--- src/sv/ils_pkg.sv ---
// ---------------------------------------------------------------------------
// ils_pkg
// Shared types and fixed widths for the interval level statistics block.
// ---------------------------------------------------------------------------
package ils_pkg;

    localparam int TS_BITS       = 64;
    localparam int INTERVAL_BITS = 48;
    localparam int SUM_BITS      = 40;
    localparam int MEAN_BITS     = 24;
    localparam int FRAC_BITS     = 8;
    // mean overflows its field when |sum| >= count << SAT_SHIFT
    localparam int SAT_SHIFT     = MEAN_BITS - FRAC_BITS;
    localparam int ITER_BITS     = $clog2(MEAN_BITS);

    typedef struct packed {
        logic update;   // fold the held item into the window
        logic restart;  // close the window: clear accumulators, restart at timestamp
    } acc_ctrl_t;

endpackage

--- src/sv/interval_level_statistics.sv ---
// ---------------------------------------------------------------------------
// interval_level_statistics
// Windowed min / max / sum / count / Q8 mean of frame levels.
// ---------------------------------------------------------------------------
// Input channel (in_valid/in_ready) takes one frame transaction: timestamp,
// level flag and signed level. Config channel (cfg_valid/cfg_ready) writes
// interval_ns, always ready; the user must write it only while the block
// idles (unenforced). A closed window yields one out_valid/out_ready result.
//
// A frame that closes no window passes through capture and accumulate.
// A frame that closes a window passes through capture, accumulate, divider
// load, 24 divider steps (one quotient bit per cycle through a single
// compare/subtract unit), a check that the divider has finished, and emit.
// Empty or saturating windows skip the steps. in_ready is high only while
// the sequencer idles.
//
// Reset clears the accumulators, the window start and interval_ns.
// The result sits in an output register; the next frame is taken while it
// waits. A new result waits in the emit step until the old one is taken.
// ---------------------------------------------------------------------------
module interval_level_statistics #(
    parameter int LEVEL_BITS = 16,
    parameter int COUNT_BITS = 24
) (
    input  logic                                  clk,
    input  logic                                  rst_n,
    input  logic                                  in_valid,
    output logic                                  in_ready,
    input  logic [ils_pkg::TS_BITS-1:0]           timestamp_ns,
    input  logic                                  has_level,
    input  logic signed [LEVEL_BITS-1:0]          level,
    input  logic                                  cfg_valid,
    output logic                                  cfg_ready,
    input  logic [ils_pkg::INTERVAL_BITS-1:0]     interval_ns,
    output logic                                  out_valid,
    input  logic                                  out_ready,
    output logic [COUNT_BITS-1:0]                 sample_count,
    output logic signed [ils_pkg::SUM_BITS-1:0]   level_sum,
    output logic signed [LEVEL_BITS-1:0]          level_min,
    output logic signed [LEVEL_BITS-1:0]          level_max,
    output logic signed [ils_pkg::MEAN_BITS-1:0]  mean_q8,
    output logic                                  mean_valid
);

    typedef enum logic [4:0] {
        S_IDLE   = 5'b00001,
        S_ACCUM  = 5'b00010,
        S_LAUNCH = 5'b00100,
        S_DIVIDE = 5'b01000,
        S_EMIT   = 5'b10000
    } state_t;

    state_t state_reg, state_next;

    logic [ils_pkg::TS_BITS-1:0]        ts_reg;
    logic                               has_reg;
    logic signed [LEVEL_BITS-1:0]       level_reg;
    logic [ils_pkg::INTERVAL_BITS-1:0]  interval_reg;

    ils_pkg::acc_ctrl_t                 acc_ctrl;
    logic                               fire;
    logic [COUNT_BITS-1:0]              acc_count;
    logic signed [ils_pkg::SUM_BITS-1:0] acc_sum;
    logic signed [LEVEL_BITS-1:0]       acc_min, acc_max;

    logic                               div_start, div_busy;
    logic signed [ils_pkg::MEAN_BITS-1:0] div_mean;
    logic                               div_mean_valid;

    logic                               out_free, emit;
    logic                               out_valid_reg, out_valid_next;

    logic [COUNT_BITS-1:0]              count_out_reg;
    logic signed [ils_pkg::SUM_BITS-1:0] sum_out_reg;
    logic signed [LEVEL_BITS-1:0]       min_out_reg, max_out_reg;
    logic signed [ils_pkg::MEAN_BITS-1:0] mean_out_reg;
    logic                               mean_valid_out_reg;

    assign in_ready  = state_reg == S_IDLE;
    assign cfg_ready = 1'b1;
    assign out_free  = !out_valid_reg || out_ready;
    assign emit      = (state_reg == S_EMIT) && out_free;

    always_comb
    begin
        state_next       = state_reg;
        acc_ctrl.update  = 1'b0;
        acc_ctrl.restart = 1'b0;
        div_start        = 1'b0;
        unique case (state_reg)
            S_IDLE:
            begin
                if (in_valid)
                    state_next = S_ACCUM;
            end
            S_ACCUM:
            begin
                acc_ctrl.update = 1'b1;
                state_next      = fire ? S_LAUNCH : S_IDLE;
            end
            S_LAUNCH:
            begin
                div_start  = 1'b1;
                state_next = S_DIVIDE;
            end
            S_DIVIDE:
            begin
                if (!div_busy)
                    state_next = S_EMIT;
            end
            S_EMIT:
            begin
                if (out_free)
                begin
                    acc_ctrl.restart = 1'b1;
                    state_next       = S_IDLE;
                end
            end
            default:
            begin
                state_next = S_IDLE;
            end
        endcase
    end

    always_comb
    begin
        out_valid_next = out_valid_reg;
        if (emit)
            out_valid_next = 1'b1;
        else if (out_ready)
            out_valid_next = 1'b0;
    end

    always_ff @(posedge clk or negedge rst_n)
    begin
        if (!rst_n)
        begin
            state_reg     <= S_IDLE;
            interval_reg  <= '0;
            out_valid_reg <= 1'b0;
        end
        else
        begin
            state_reg     <= state_next;
            out_valid_reg <= out_valid_next;
            if (cfg_valid)
                interval_reg <= interval_ns;
        end
    end

    always_ff @(posedge clk)
    begin
        if (in_valid && in_ready)
        begin
            ts_reg    <= timestamp_ns;
            has_reg   <= has_level;
            level_reg <= level;
        end
        if (emit)
        begin
            count_out_reg      <= acc_count;
            sum_out_reg        <= acc_sum;
            min_out_reg        <= acc_min;
            max_out_reg        <= acc_max;
            mean_out_reg       <= div_mean;
            mean_valid_out_reg <= div_mean_valid;
        end
    end

    ils_acc #(
        .LEVEL_BITS (LEVEL_BITS),
        .COUNT_BITS (COUNT_BITS)
    ) u_acc (
        .clk          (clk),
        .rst_n        (rst_n),
        .ctrl         (acc_ctrl),
        .timestamp_ns (ts_reg),
        .has_level    (has_reg),
        .level        (level_reg),
        .interval_ns  (interval_reg),
        .fire         (fire),
        .acc_count    (acc_count),
        .acc_sum      (acc_sum),
        .acc_min      (acc_min),
        .acc_max      (acc_max)
    );

    ils_div #(
        .COUNT_BITS (COUNT_BITS)
    ) u_div (
        .clk        (clk),
        .rst_n      (rst_n),
        .start      (div_start),
        .acc_sum    (acc_sum),
        .acc_count  (acc_count),
        .busy       (div_busy),
        .mean_q8    (div_mean),
        .mean_valid (div_mean_valid)
    );

    assign out_valid    = out_valid_reg;
    assign sample_count = count_out_reg;
    assign level_sum    = sum_out_reg;
    assign level_min    = min_out_reg;
    assign level_max    = max_out_reg;
    assign mean_q8      = mean_out_reg;
    assign mean_valid   = mean_valid_out_reg;

endmodule

--- src/sv/ils_acc.sv ---
// ---------------------------------------------------------------------------
// ils_acc
// Window accumulators (sum, min, max, count), window start and window test.
// ---------------------------------------------------------------------------
module ils_acc #(
    parameter int LEVEL_BITS = 16,
    parameter int COUNT_BITS = 24
) (
    input  logic                                 clk,
    input  logic                                 rst_n,
    input  ils_pkg::acc_ctrl_t                   ctrl,
    input  logic [ils_pkg::TS_BITS-1:0]          timestamp_ns,
    input  logic                                 has_level,
    input  logic signed [LEVEL_BITS-1:0]         level,
    input  logic [ils_pkg::INTERVAL_BITS-1:0]    interval_ns,
    output logic                                 fire,
    output logic [COUNT_BITS-1:0]                acc_count,
    output logic signed [ils_pkg::SUM_BITS-1:0]  acc_sum,
    output logic signed [LEVEL_BITS-1:0]         acc_min,
    output logic signed [LEVEL_BITS-1:0]         acc_max
);

    localparam int SB = ils_pkg::SUM_BITS;
    localparam logic signed [LEVEL_BITS-1:0] LEVEL_HI = {1'b0, {(LEVEL_BITS-1){1'b1}}};
    localparam logic signed [SB-1:0] SUM_HI = {1'b0, {(SB-1){1'b1}}};
    localparam logic signed [SB-1:0] SUM_LO = {1'b1, {(SB-1){1'b0}}};

    logic [ils_pkg::TS_BITS-1:0]  start_reg, start_next, start_eff, elapsed;
    logic signed [SB-1:0]         sum_reg, sum_next;
    logic signed [LEVEL_BITS-1:0] min_reg, min_next, max_reg, max_next;
    logic [COUNT_BITS-1:0]        count_reg, count_next;
    logic signed [SB:0]           sum_wide;

    always_comb
    begin
        start_eff = (start_reg == '0) ? timestamp_ns : start_reg;
        elapsed   = timestamp_ns - start_eff;
        fire      = (interval_ns != '0) && (elapsed >= ils_pkg::TS_BITS'(interval_ns));
        sum_wide  = (SB+1)'(sum_reg) + (SB+1)'(level);
    end

    always_comb
    begin
        start_next = start_reg;
        sum_next   = sum_reg;
        min_next   = min_reg;
        max_next   = max_reg;
        count_next = count_reg;
        if (ctrl.restart)
        begin
            start_next = timestamp_ns;
            sum_next   = '0;
            min_next   = LEVEL_HI;
            max_next   = '0;
            count_next = '0;
        end
        else if (ctrl.update)
        begin
            start_next = start_eff;
            if (has_level)
            begin
                if (sum_wide[SB] != sum_wide[SB-1])
                    sum_next = sum_wide[SB] ? SUM_LO : SUM_HI;
                else
                    sum_next = sum_wide[SB-1:0];
                if (level > max_reg)
                    max_next = level;
                if (level < min_reg)
                    min_next = level;
                if (count_reg != '1)
                    count_next = count_reg + 1'b1;
            end
        end
    end

    always_ff @(posedge clk or negedge rst_n)
    begin
        if (!rst_n)
        begin
            start_reg <= '0;
            sum_reg   <= '0;
            min_reg   <= LEVEL_HI;
            max_reg   <= '0;
            count_reg <= '0;
        end
        else
        begin
            start_reg <= start_next;
            sum_reg   <= sum_next;
            min_reg   <= min_next;
            max_reg   <= max_next;
            count_reg <= count_next;
        end
    end

    assign acc_count = count_reg;
    assign acc_sum   = sum_reg;
    assign acc_min   = min_reg;
    assign acc_max   = max_reg;

endmodule

--- src/sv/ils_div.sv ---
// ---------------------------------------------------------------------------
// ils_div
// Serial restoring divider for the signed Q8 mean, one quotient bit a cycle.
// ---------------------------------------------------------------------------
module ils_div #(
    parameter int COUNT_BITS = 24
) (
    input  logic                                  clk,
    input  logic                                  rst_n,
    input  logic                                  start,
    input  logic signed [ils_pkg::SUM_BITS-1:0]   acc_sum,
    input  logic [COUNT_BITS-1:0]                 acc_count,
    output logic                                  busy,
    output logic signed [ils_pkg::MEAN_BITS-1:0]  mean_q8,
    output logic                                  mean_valid
);

    localparam int SB    = ils_pkg::SUM_BITS;
    localparam int MB    = ils_pkg::MEAN_BITS;
    localparam int SS    = ils_pkg::SAT_SHIFT;
    localparam int FB    = ils_pkg::FRAC_BITS;
    localparam int IB    = ils_pkg::ITER_BITS;
    localparam int TOP_W = SB - SS;
    localparam int RW    = COUNT_BITS + 1;
    localparam int EXT_W = (TOP_W > COUNT_BITS) ? TOP_W : COUNT_BITS;
    localparam int CMP_W = SB + COUNT_BITS;
    localparam logic [MB-1:0] POS_LIM = {1'b0, {(MB-1){1'b1}}};
    localparam logic [MB-1:0] NEG_LIM = {1'b1, {(MB-1){1'b0}}};

    logic [SB-1:0]         mag;
    logic                  sat;
    logic [EXT_W-1:0]      top_ext;
    logic [RW-1:0]         shifted;
    logic [RW:0]           trial;
    logic                  ge;

    logic                  busy_reg, busy_next;
    logic [IB-1:0]         iter_reg, iter_next;
    logic [COUNT_BITS-1:0] rem_reg, rem_next;
    logic [MB-1:0]         work_reg, work_next;
    logic                  neg_reg, neg_next;
    logic                  sat_reg, sat_next;
    logic                  valid_reg, valid_next;

    always_comb
    begin
        mag     = acc_sum[SB-1] ? SB'(-acc_sum) : SB'(acc_sum);
        sat     = CMP_W'(mag) >= (CMP_W'(acc_count) << SS);
        top_ext = EXT_W'(mag[SB-1:SS]);
        shifted = {rem_reg, work_reg[MB-1]};
        trial   = {1'b0, shifted} - (RW+1)'(acc_count);
        ge      = !trial[RW];
    end

    always_comb
    begin
        busy_next  = busy_reg;
        iter_next  = iter_reg;
        rem_next   = rem_reg;
        work_next  = work_reg;
        neg_next   = neg_reg;
        sat_next   = sat_reg;
        valid_next = valid_reg;
        if (start)
        begin
            neg_next   = acc_sum[SB-1];
            valid_next = acc_count != '0;
            sat_next   = sat;
            busy_next  = (acc_count != '0) && !sat;
            iter_next  = IB'(MB - 1);
            rem_next   = COUNT_BITS'(top_ext);
            work_next  = {mag[SS-1:0], {FB{1'b0}}};
        end
        else if (busy_reg)
        begin
            rem_next  = ge ? trial[COUNT_BITS-1:0] : shifted[COUNT_BITS-1:0];
            work_next = {work_reg[MB-2:0], ge};
            iter_next = iter_reg - 1'b1;
            if (iter_reg == '0)
                busy_next = 1'b0;
        end
    end

    always_ff @(posedge clk or negedge rst_n)
    begin
        if (!rst_n)
        begin
            busy_reg  <= 1'b0;
            iter_reg  <= '0;
            valid_reg <= 1'b0;
        end
        else
        begin
            busy_reg  <= busy_next;
            iter_reg  <= iter_next;
            valid_reg <= valid_next;
        end
    end

    always_ff @(posedge clk)
    begin
        rem_reg  <= rem_next;
        work_reg <= work_next;
        neg_reg  <= neg_next;
        sat_reg  <= sat_next;
    end

    always_comb
    begin
        if (!valid_reg)
            mean_q8 = '0;
        else if (neg_reg)
            mean_q8 = (sat_reg || (work_reg > NEG_LIM)) ? NEG_LIM : MB'(-work_reg);
        else
            mean_q8 = (sat_reg || work_reg[MB-1]) ? POS_LIM : work_reg;
    end

    assign busy       = busy_reg;
    assign mean_valid = valid_reg;

endmodule
--- config.mk ---
export PLATFORM = sky130hd
export DESIGN_NAME = interval_level_statistics
export DESIGN_NICKNAME = d
export VERILOG_FILES = /design/src/sv/ils_pkg.sv /design/src/sv/interval_level_statistics.sv /design/src/sv/ils_acc.sv /design/src/sv/ils_div.sv
export SDC_FILE = /design/constraint.sdc
export NUM_CORES = 1
export LEC_CHECK = 0
export BUFFER_PORTS_ARGS = -buffer_cell sky130_fd_sc_hd__buf_2
export CAP_MARGIN = 20
export CORE_MARGIN = 2
export CORE_UTILIZATION = 55
export DETAILED_ROUTE_END_ITERATION = 16
export GPL_TIMING_DRIVEN = 0
export PLACE_DENSITY_LB_ADDON = 0.1
export SLEW_MARGIN = 20
export SYNTH_ARGS = -nofsm -noshare
export SYNTH_HDL_FRONTEND = slang
export SYNTH_HIERARCHICAL = 1
export SYNTH_SLANG_ARGS = --single-unit
export TNS_END_PERCENT = 30
--- constraint.sdc ---
create_clock -name clk -period 7.5 [get_ports clk]
set_clock_uncertainty 0.2 [all_clocks]
set_input_delay 1.5 -clock clk [delete_from_list [all_inputs] [get_ports clk]]
set_output_delay 1.5 -clock clk [all_outputs]
set_load 0.005 [all_outputs]
## Word-level counts from Yosys, hierarchy flattened

Index checks and enable logic that the tools add are counted.
W data, S select, Z words.

- Register bits after elaboration: 473
- Latch bits: 0
- RAM bits: 0
- Memory bits (read-only): 0
- Input bits: 134
- Output and inout port bits: 124
- Word-level logic and storage cells: 118
- Memories: 0

- Add/sub/neg operators: 7
- $mul: 0
- Div/mod/pow operators: 0
- $lt $le $gt $ge: 5
- Equality and inequality tests: 10
- Shifts and indexed selects: 0
- Mux-type cells: 45
- Bitwise operators: 0
- Reductions and logical operators: 26

Operators by type and width:

| operator | count |
|---|---|
| $mux W24 | 12 |
| $mux W40 | 6 |
| $mux W64 | 3 |
| $mux W16 | 8 |
| $ge A64 B48 Y1 | 1 |
| $logic_not A64 Y1 | 1 |
| $sub A64 B64 Y64 | 1 |
| $reduce_bool A48 Y1 | 1 |
| $add A40 B16 Y41 | 1 |
| $ge A40 B40 Y1 | 1 |
| $neg A40 Y40 | 1 |
| $sub A25 B24 Y26 | 1 |
| $mux W5 | 5 |
| $pmux W5 S5 | 1 |
| $add A24 B1 Y24 const B | 1 |
| $gt A24 B24 Y1 const B | 1 |
| $ne A24 B24 Y1 const B | 1 |
| $neg A24 Y24 | 1 |
| $reduce_bool A24 Y1 | 1 |
| $gt A16 B16 Y1 | 1 |
| $lt A16 B16 Y1 | 1 |
| $reduce_bool A2 Y1 | 7 |
| $reduce_and A3 Y1 | 4 |
| $mux W1 | 9 |
| other kinds (14) | 23 |

## Longest topological paths before layout

- Depth in word-level cells: 7
- Mapped depth: 37
- Depth with buffers taken out: 34

## Cells and area by module

The synthesis kept the hierarchy.

By module, submodules not included:

| module | instances | cells an instance | area each (µm²) | sequential area each (µm²) |
|---|---|---|---|---|
| ils_acc | 1 | 1744 | 14772.9 | 4022.6 |
| interval_level_statistics | 1 | 341 | 8184.1 | 7418.4 |
| ils_div | 1 | 746 | 6080.8 | 1596.5 |

## Least setup slack after synthesis

Ideal clock, no wire load.

- Path kind: reg2reg
- Start: reg u_acc/start_reg[47] in the netlist's numbering
- End: reg state_reg[0]
- Setup time: 0.072 ns
- Data arrival time: 7.018 ns
- Required time: 7.228 ns
- Setup slack: 0.210 ns
- Cell stages (with the launch flop): 34
- Buffers on the path: 3
- Clock period less this slack: 7.290 ns
- Path through: dfrtp_1 > nor4_1 > nand4_1 > nor4_2 > clkbuf_1 > clkbuf_1 > a21oi_1 > ha_1 > clkbuf_1 > a21oi_1 > o21bai_1 > a2111oi_0 > o31ai_1 > o21ai_0 > nand3b_1 > nor3_2 > o21ai_1 > xor2_1 > ha_1 > a21o_1 > a21oi_1 > nor2b_1 > a2111oi_0 > o211ai_1 > a2111oi_0 > o2111ai_1 > a2111oi_0 > nand4b_1 > a2111oi_2 > a41oi_1 > and3b_1 > o311ai_1 > nand2_1 > o21ai_1

- Longest elaborated chain between the ends: 7

Ends and longest elaborated chain:

| what | RTL line | text |
|---|---|---|
| start: declaration | ils_acc.sv:28 | `logic [ils_pkg::TS_BITS-1:0] start_reg, start_next, start_eff, elapsed;` |
| start signal: assignment | ils_acc.sv:88 | `start_reg <= start_next;` |
| $logic_not A64 Y1 | ils_acc.sv:36 | `start_eff = (start_reg == '0) ? timestamp_ns : start_reg;` |
| $mux W64 * | ils_acc.sv:36 |  |
| $sub A64 B64 Y64 * | ils_acc.sv:37 | `elapsed = timestamp_ns - start_eff;` |
| $ge A64 B48 Y1 * | ils_acc.sv:38 | `fire = (interval_ns != '0) && (elapsed >= ils_pkg::TS_BITS'(interval_ns));` |
| $logic_and A1 B1 Y1 * | ils_acc.sv:38 |  |
| via fire | interval_level_statistics.sv:61 | `logic fire;` |
| $mux W3 * | interval_level_statistics.sv:99 | `state_next = fire ? S_LAUNCH : S_IDLE;` |
| $pmux W5 S5 * | interval_level_statistics.sv:90 | `unique case (state_reg)` |
| end signal: assignment | interval_level_statistics.sv:145 | `state_reg <= state_next;` |
| end: declaration | interval_level_statistics.sv:53 | `state_t state_reg, state_next;` |

Mark *: on every way through the listed nets, which the timed path passes. The rest lies on a longest branch.
A chain may end at the register's enable or synchronous reset.

## Worst setup path after layout

Same ends and word-level chain as after synthesis.

==> impl_metrics.py <==
metrics = {
    "grt": {
        "globalRouteOverflowTotal": 0,
        "global_route_wire_length_before_repair_um": 130000,
        "antenna_found_initial": 0,
        "grt_max_degree": 96,
        "number_of_global_route_vias_before_repair": 23200,
        "grt.total_usage": 0.305,
    },
    "cts": {
        "cts_hold_repair.buffers": 0,
        "clock_path_buffers": 3,
        "tritoncts.num_buffers": 52,
        "clock_tree.htree_level_count": 2,
        "cts.clk_slew.worst_paths_ns": 0.06,
        "ctsRootBufferMaster": "clkbuf_16",
        "clk-insertion-delay-late_ns": 0.63,
        "tritoncts": "done",
        "clock_sinks": 473,
    },
    "power_and_ir_drop": {
        "vdd.ir_drop.worst_uv": 235,
        "power.leakage_nw": 14.2,
        "power_density_over_the_cells_nw_per_um2": 432,
        "design_power_total_mw": 14.5,
    },
    "worst_setup_path": {
        "cp_slowest_stage_delay_ns": 0.45,
        "required_ns": 7.82,
        "worstSetupEndpointType": "flip-flop",
        "timing.reg2reg.setup_slack_ns": -0.28,
        "worst-endpoint-arrival_ns": 8.10,
        "crit_path_top_delay_cell": "nor4_2",
        "critPathKind": "reg2reg",
        "crit_path_start_kind": "flip-flop",
        "cp_max_fo": 10,
    },
    "yosys": {
        "synth_nets": 3197,
        "number_of_flops_mapped_to_enable_cells_by_yosys": 244,
        "postSynth.asyncResetShare": 0.467,
        "post_synth_num_cell_types": 98,
        "synth_top_cells_by_area": "edfxtp_1 25%, dfrtp_1 18%, ha_1 9.9%",
        "predominant_post_synthesis_flop_cell": "edfxtp_1",
        "yosys_warnings": 6,
        "postSynthCellCount": 2831,
        "syn_area_per_cell_sq_um": 10.3,
        "yosys_register_bits": 473,
        "syn-cell-area_sq_um": 29000,
        "largest_area_contributor_in_the_synthesized_netlist": "edfxtp_1",
        "seq_area_frac_synth": 0.449,
        "synth_top_area_frac": 0.252,
        "yosys-top-cells-count": "244 x edfxtp_1, 230 x ha_1, 215 x a21oi_1",
        "library_cell_with_the_highest_instance_count_after_synthesis": "edfxtp_1",
    },
    "drt": {
        "via_per_inst": 6.18,
        "drt-pass1-iter-count": 6,
        "finalWirelength_um": 83800,
        "drt.antenna.violating_nets": 0,
        "detail_route.wl_per_cell_um": 21.5,
        "route.vias.total": 24000,
        "detail_route.drc_violations": 0,
        "detailedRoute.firstIterationViolations": 2077,
    },
    "layout": {
        "design.final.nets": 3525,
        "syn2layout_area_growth_pct": 16.0,
        "final_design_area_no_fill_sq_um": 33700,
        "area_taken_by_flip_flops_and_latches_sq_um": 13000,
        "instances_no_fill": 3890,
        "multiInputGateArea_sq_um": 15300,
        "antenna_diode_count": 0,
        "fill_cells": 4286,
        "layout-drive-gt1-share": 0.177,
    },
    "sta": {
        "rsz0062_at_grt": "true",
        "hold_violations": 0,
        "f_max_mhz": 129,
        "final.setup.worst_slack_ns": -0.281,
        "period_needed_ns": 7.78,
        "finalSetupTns_ns": -0.281,
        "finalSetupViolations": 1,
        "max-slew-margin-rel": 0.265,
        "worst_tran_pin_value_ns": 1.10,
        "slew_violations": 0,
        "portion_of_the_clock_cycle_consumed_by_the_worst_path_in_the_final_layout": 1.04,
    },
    "die": {
        "rows": 84,
        "pin_count": 258,
        "placeableCoreArea_sq_um": 52300,
        "die-width_um": 234,
        "initial_utilization": 0.555,
        "die_area_sq_um": 54700,
        "die_y_um": 234,
    },
    "run_status": {
        "violated_checks": "setup timing",
        "run_status": "finished, violations left",
    },
    "placement": {
        "cell_total_after_placement": 3781,
        "dpl.hpwl_um": 64300,
        "gp_routability_congestion": 0.964,
        "detailedPlace.worstSlack_ns": -3.18,
        "place_area_sq_um": 31300,
        "port-buffer-count": 255,
    },
    "flow_run": {
        "cap_viol_max_count": 0,
    },
    "min_path": {
        "hold_class": "reg2reg",
    },
}
==> worst max-delay path, delay by kind of cell (launching register included) <==
kind	cells	cell delay, ns
compound gates	18	3.52
xor+xnor	1	0.19
fa+ha+maj	3	0.64
buf+inv	6	0.86
flops	1	0.40
simple gates	9	1.89
==> timing repair <==
action	4_1_cts	5_1_grt
buffers inserted	19	4
setup endpoints to repair	2	2
pin swaps	31	6
gates resized for setup	88	26
==> report_power, final <==
group | total (mW) | switching (mW) | internal (mW)
Clock | 2.58 | 1.09 | 1.49
Combinational | 7.61 | 4.39 | 3.21
Sequential | 4.36 | 0.764 | 3.59
==> cells by family after synthesis <==
group	count (synthesis)	synth area share
mux	96	0.0358
buf+inv	280	0.0371
other cells	1	0.000129
flops	473	0.449
simple gates	764	0.133
compound gates	823	0.195
fa+ha+maj	232	0.100
xor+xnor	162	0.0489
==> through the flow <==
stage                     hold slack, ns  utilization
after CTS                          0.272        0.641
after detailed placement           0.264        0.599
final                              0.272        0.644
after global placement             0.257        0.596
after global routing               0.287        0.644
after floorplan                    0.240            -
==> per-layer routing <==
| metal | vias up | wire, um | global-route usage | share of wire |
|---|---|---|---|---|
| met1 | 11700 | 35600 | 0.403 | 0.42 |
| li1 | 11300 | - | - | - |
| met5 | - | 0 | 0 | 0 |
| met2 | 862 | 40400 | 0.515 | 0.48 |
| met3 | 156 | 4710 | 0.0376 | 0.056 |
| met4 | 0 | 3120 | 0.114 | 0.037 |
==> path summary, 6_finish.rpt <==
check                                           startpoint                     endpoint  cells past startpoint
max                        u_acc/start_reg[47]$_DFFE_PN0P_     state_reg[0]$_DFFE_PN1P_                     37
max in group asynchronous                            rst_n     state_reg[0]$_DFFE_PN1P_                      2
min in group asynchronous                            rst_n  interval_reg[8]$_DFFE_PN0P_                      1
max reg2reg                u_acc/start_reg[47]$_DFFE_PN0P_     state_reg[0]$_DFFE_PN1P_                     37
min                          u_acc/acc_max[10]$_DFFE_PN0P_      level_max[10]$_DFFE_PP_                      0
min reg2reg                  u_acc/acc_max[10]$_DFFE_PN0P_      level_max[10]$_DFFE_PP_                      0
==> cell type report <==
type	instances	share of cell area
clock inverter	26	0.00865
tap	688	0.0255
clock buffer	71	0.0426
buffer	112	0.0156
sequential	473	0.387
inverter	157	0.0175
multi-input combinational	2078	0.455
timing repair buffer	285	0.0482
==> placed cells by master (no fill, tap or decap), types with 11 or more instances in the layout <==
cell	count
o21a_1	20
o21ai_0	124
o211ai_1	11
and3_1	26
o31ai_1	18
ha_1	216
buf_4	23
nor2b_1	35
nand4_1	50
nand3_1	91
inv_1	154
nand2b_1	27
a22o_1	66
ha_2	11
a311oi_1	23
or2_2	12
a221o_1	42
xor2_1	71
mux2_2	62
o21ai_1	11
clkbuf_1	99
nor2_1	188
buf_2	267
clkbuf_16	55
a211oi_1	12
a31oi_1	38
a21oi_1	209
nor3_1	33
and2_1	11
a21o_1	114
xnor2_1	91
nand2_1	166
dfrtp_1	205
or3_1	19
o21bai_1	15
edfxtp_1	244
dfstp_2	16
nor4_1	33
mux2i_1	34
(Power assumes the default switching activity.)
